## src/rtl/sobel_pkg.sv

```systemverilog
// ----------------------------------------------------------------------------
// sobel_pkg
// Shared types and constants for the Sobel edge magnitude core.
// ----------------------------------------------------------------------------
package sobel_pkg;

    localparam int CfgIdxW = 2;
    localparam int CfgDataW = 12;
    localparam logic [CfgIdxW-1:0] REG_FRAME_COLS = 2'd0;
    localparam logic [CfgIdxW-1:0] REG_FRAME_ROWS = 2'd1;
    localparam logic [CfgIdxW-1:0] REG_THRESHOLD  = 2'd2;

    // window mode
    localparam logic MODE_UPPER = 1'b0;
    localparam logic MODE_LAST  = 1'b1;

    typedef enum logic [2:0] {
        ST_IDLE,
        ST_LOAD,
        ST_SQUARE,
        ST_ROOT,
        ST_OUT
    } sobel_state_t;

    // controller to datapath
    typedef struct packed {
        logic       accept;     // latch pixel, read line buffers
        logic       load_win;   // update window and write line buffers
        logic       mode;
        logic       right_dup;  // right column duplicates centre
        logic       col_prev;   // result column is c-1
        logic       row_prev;   // result row is r-1
        logic       square;     // compute squares
        logic       root_step;  // one root iteration
        logic       advance;    // update position counters
    } sobel_cmd_t;

    // datapath to controller
    typedef struct packed {
        logic       row_ge1;
        logic       col_ge1;
        logic       row_end;
        logic       last_row;
        logic       root_done;
    } sobel_status_t;

endpackage

```

## src/rtl/sobel_ctrl.sv

```systemverilog
// ----------------------------------------------------------------------------
// sobel_ctrl
// Sequencer: per pixel, walks the list of pending results.
// ----------------------------------------------------------------------------
module sobel_ctrl
    import sobel_pkg::*;
(
    input  logic          aclk,
    input  logic          aresetn,
    input  logic          s_valid,
    output logic          s_ready,
    output logic          m_valid,
    input  logic          m_ready,
    output logic          m_last,
    input  sobel_status_t status,
    output sobel_cmd_t    cmd
);

    sobel_state_t state_reg, state_next;
    logic [3:0]   pend_reg, pend_next;    // remaining results of this pixel
    logic [3:0]   cur_reg, cur_next;      // one-hot current result

    // pending results from status
    logic [3:0] pend_init;
    always_comb begin
        pend_init[0] = status.row_ge1 && status.col_ge1;
        pend_init[1] = status.row_ge1 && status.row_end;
        pend_init[2] = status.last_row && status.col_ge1;
        pend_init[3] = status.last_row && status.row_end;
    end

    // lowest set bit
    function automatic logic [3:0] low_bit(input logic [3:0] v);
        logic [3:0] r;
        r = 4'd0;
        if (v[0])      r = 4'b0001;
        else if (v[1]) r = 4'b0010;
        else if (v[2]) r = 4'b0100;
        else if (v[3]) r = 4'b1000;
        return r;
    endfunction

    logic [3:0] rest;
    assign rest = pend_reg & ~cur_reg;

    // state register
    always_ff @(posedge aclk) begin
        if (!aresetn) begin
            state_reg <= ST_IDLE;
            pend_reg  <= 4'd0;
            cur_reg   <= 4'd0;
        end else begin
            state_reg <= state_next;
            pend_reg  <= pend_next;
            cur_reg   <= cur_next;
        end
    end

    // next state and commands
    always_comb begin
        state_next = state_reg;
        pend_next  = pend_reg;
        cur_next   = cur_reg;
        cmd        = '0;
        s_ready    = 1'b0;
        m_valid    = 1'b0;
        m_last     = 1'b0;
        cmd.mode      = (cur_reg[2] || cur_reg[3]) ? MODE_LAST : MODE_UPPER;
        cmd.right_dup = cur_reg[1] || cur_reg[3];
        cmd.col_prev  = cur_reg[0] || cur_reg[2];
        cmd.row_prev  = cur_reg[0] || cur_reg[1];
        unique case (state_reg)
            ST_IDLE: begin
                s_ready    = 1'b1;
                cmd.accept = s_valid;
                if (s_valid) state_next = ST_LOAD;
            end
            ST_LOAD: begin
                cmd.load_win = 1'b1;
                pend_next    = pend_init;
                cur_next     = low_bit(pend_init);
                if (pend_init == 4'd0) begin
                    cmd.advance = 1'b1;
                    state_next  = ST_IDLE;
                end else begin
                    state_next = ST_SQUARE;
                end
            end
            ST_SQUARE: begin
                cmd.square = 1'b1;
                state_next = ST_ROOT;
            end
            ST_ROOT: begin
                cmd.root_step = 1'b1;
                if (status.root_done) state_next = ST_OUT;
            end
            ST_OUT: begin
                m_valid = 1'b1;
                m_last  = (rest == 4'd0);
                if (m_ready) begin
                    pend_next = rest;
                    cur_next  = low_bit(rest);
                    if (rest == 4'd0) begin
                        cmd.advance = 1'b1;
                        state_next  = ST_IDLE;
                    end else begin
                        state_next = ST_SQUARE;
                    end
                end
            end
            default: state_next = ST_IDLE;
        endcase
    end

    // one result at a time, drawn from pending set
    assert property (@(posedge aclk) disable iff (!aresetn)
        (state_reg == ST_SQUARE) |-> $onehot(cur_reg) && ((cur_reg & pend_reg) != 4'd0))
        else $error("current result not pending");
    assert property (@(posedge aclk) disable iff (!aresetn)
        (s_ready && m_valid) == 1'b0)
        else $error("accept during output");
    assert property (@(posedge aclk) disable iff (!aresetn)
        (state_reg == ST_OUT && !m_ready) |=> (state_reg == ST_OUT))
        else $error("output dropped");

endmodule

```

## config.mk

```make
export PLATFORM = sky130hd
export DESIGN_NAME = sobel_ctrl
export DESIGN_NICKNAME = d
export VERILOG_FILES = /design/src/rtl/sobel_pkg.sv /design/src/rtl/sobel_ctrl.sv
export SDC_FILE = /design/constraint.sdc
export NUM_CORES = 1
export LEC_CHECK = 0
export BUFFER_PORTS_ARGS = -buffer_cell sky130_fd_sc_hd__buf_2
export CAP_MARGIN = 40
export CORE_MARGIN = 10
export CORE_UTILIZATION = 48
export DETAILED_ROUTE_END_ITERATION = 12
export GPL_TIMING_DRIVEN = 0
export PLACE_DENSITY = 0.76
export SYNTH_ARGS = -nofsm -noshare
export SYNTH_HDL_FRONTEND = slang
export SYNTH_SLANG_ARGS = --single-unit
```

## constraint.sdc

```tcl
create_clock -name aclk -period 1.59 [get_ports aclk]
set_input_delay 0.159 -clock aclk [delete_from_list [all_inputs] [get_ports aclk]]
set_output_delay 0.159 -clock aclk [all_outputs]
set_load 0.03 [all_outputs]
```

==> implementation parameters <==
Parameter                              Value

CTS
  TritonCTS clock tree    done
  Maximum level of the CTS H-tree    1
  CTS buffer count    3
  Clock slew at reported path FFs    0.07 ns
  Maximum number of buffers from clock root to sink    2
  TritonCTS sink count    10
  Clock latency of the later-clocked register in the worst-skew pair    0.27 ns
  Clk root buf    clkbuf_4

Timing
  Final worst hold slack    0.213 ns
  Maximum frequency from static timing analysis    571 MHz
  Hold Violations, Final    0
  Final setup violation count    4
  Worst clock skew on the final layout    0.00415 ns
  Worst rel slew slack    73.5%
  Unrepaired setup endpoints after global routing    yes
  Count of final max-slew check failures    0
  Final period util    110%
  Fin worst setup slack    -0.160 ns
  Crit path time final    1.75 ns
  Worst-Margin Slew    0.397 ns

Pwr
  Cell area power density    830 mW/mm²
  Switching share of total power    35.0%
  Part of the power in registers    36.9%
  Internal cell power    0.497 mW
  Clock network fraction of design power    31.3%
  Part of the total power dissipated in combinational logic    31.8%
  Net switching power figure    0.268 mW
  Cell leakage power    0.407 nW
  Worst vdd rail ir drop    0.537 mV

Place
  Final estimated routing congestion in global placement    0.866
  Half-perimeter wire length of the detailed placement result    1320 µm
  I/O Buffers    19
  Cell Area, Placed    778 µm²

Yosys
  Number of enable-type register cells in the synthesized netlist    0
  Fraction of synthesis flops using an asynchronous set or reset pin    0%
  Sequential element share of the synthesized area    30.4%
  Mapped Cells    82
  Number of warnings printed during yosys synthesis    0
  Main flop type after synthesis    dfxtp_1
  Distinct cells, synth    35
  Total standard cell area after synthesis    658 µm²
  FF+latch count, synth    10
  Nets in the synthesized netlist    91
  Mapped Avg Cell Area    8.03 µm²

Detailed routing
  Number of DRC markers after the initial detailed-route iteration    27
  Vias    744
  Post-route met1 wirelength    864 µm
  Wire per inst    16.1 µm
  Detailed-routing iteration count for the pre-antenna-repair pass    4
  Remaining design rule violation count    0
  Antenna Violating Nets Remaining    0
  Total met2 wirelength after detailed routing    996 µm
  Met3 wire length    116 µm
  Number of vias per cell    5.95
  Total Wirelength    2020 µm
  Top routing layer used    met4

Final layout
  Most frequent cells in the layout    buf_2 (15), dfxtp_1 (9), nand2_1 (7)
  Final design instance area without fill    922 µm²
  Number of nets in the final layout    120
  Antenna Diode Count    0
  Most common cell after layout, fill and taps aside    buf_2
  Layout area overhead    40.1%
  Fraction of layout cells with a size suffix above 1    42.7%
  Number of flip-flops in the largest register    4

Status
  Violations in the final reports    negative setup slack
  Status    finished, violations left

Global routing
  Number of antenna violations at the first check in global routing    0
  First-pass GRT wire length    3200 µm
  Via count of the first global-routing pass    713
  Leftover overflow at the end of global routing    0
  Largest net degree at the start of global routing    11
  Global-route usage over all layers    12.2%

Critical path
  CP Class    flip-flop to output port
  Arrival @ worst endpoint    1.59 ns
  Maximum fanout along the worst path    4
  Critical path required time    1.43 ns
  Sort of element at the start of the critical path    flip-flop
  Crit path capture type    output port

Floorplanning
  Vertical die dimension    57.0 µm
  Count of boundary I/O pins    21
  Standard cell core area    0.00130 mm²
  Starting density of the core    50.6%
  Die footprint    0.00325 mm²
  Width of the die    57.0 µm
  Total number of placement rows    13

Job
  Max-cap violations    0

Worst hold path
  Type of the worst min-delay path    primary input to flip-flop
## power by group through the flow
stage | registers, mW | clock network (mW) | logic [mW]
after detailed placement | 0.288 | 0 | 0.214
final | 0.283 | 0.239 | 0.243
after floorplan | 0.283 | 0 | 0.157
after global placement | 0.287 | 0 | 0.212
after global routing | 0.285 | 0.257 | 0.256
after CTS | 0.282 | 0.250 | 0.221
## timing repair
action | 4_1_cts | 5_1_grt
gates resized for setup | 11 | 14
setup endpoints to repair | 6 | 12
hold buffers | 0 | 0
hold endpoints to repair | 0 | 0
setup buffers | 5 | 2
pin swaps | 1 | 4
cloned | 0 | 0
## critical path: stages, from the launching register on
cell and delay [ns]:
dfxtp_4 0.37, or3b_4 0.40, nor4_4 0.23, a22o_2 0.19, buf_6 0.12
## Yosys cell counts (3+ instances only)
master | count | share of area [%]
a21boi_0 | 4 | 4.6
a21oi_1 | 4 | 3.0
dfxtp_1 | 10 | 30
nand2_1 | 7 | 4.0
nand2b_1 | 3 | 2.9
nand3_1 | 3 | 2.3
nand3b_1 | 4 | 4.6
nor2_1 | 6 | 3.4
nor2b_1 | 3 | 2.9
nor3_1 | 5 | 3.8
or2_2 | 4 | 3.8
## final cells by class
type	count	area [µm²]
fillers	97	379
clock buffers	4	36.3
inverters	2	12.5
flip-flops and latches	10	204
multi-input cells	65	455
plain buffers	3	18.8
well taps	15	18.8
repair buffers	26	176
## cells by family (layout without fill, tap and decap cells)
group,after synthesis,count (layout),share of synthesized area (%)
AND/OR/NAND/NOR,44,44,39.4
flip-flops,10,10,30.4
buffers and inverters,7,35,5.89
AO/OA/AOI/OAI,21,21,24.3
## layer usage
layer	track usage, %	vias up
met1	12.6	345
li1	-	359
met5	0	-
met4	8.05	0
met2	20.5	32
met3	4.20	8
## stage by stage
step / std cells / utilization, % / power, mW / setup TNS (ns) / setup WS [ns]
after global placement: 116 / 59.8 / 0.500 / -0.0352 / -0.0352
after CTS: 125 / 67.8 / 0.753 / -0.548 / -0.220
after global routing: 125 / 70.9 / 0.798 / -0.745 / -0.222
after detailed placement: 116 / 59.8 / 0.502 / -0.0470 / -0.0470
after floorplan: 82 / - / 0.439 / -0.206 / -0.203
final: 125 / 70.9 / 0.765 / -0.428 / -0.160
## final timing paths
check                     from           end  slack (ns)  cells past startpoint
setup / recovery  state_reg[2]        cmd[0]       -0.16                      4
setup reg to reg  state_reg[2]    cur_reg[2]       -0.09                      8
hold reg to reg    pend_reg[3]   pend_reg[3]        0.49                      2
hold / removal       status[0]  state_reg[2]        0.21                      3
Note: power is estimated with default switching activity, not from simulation.
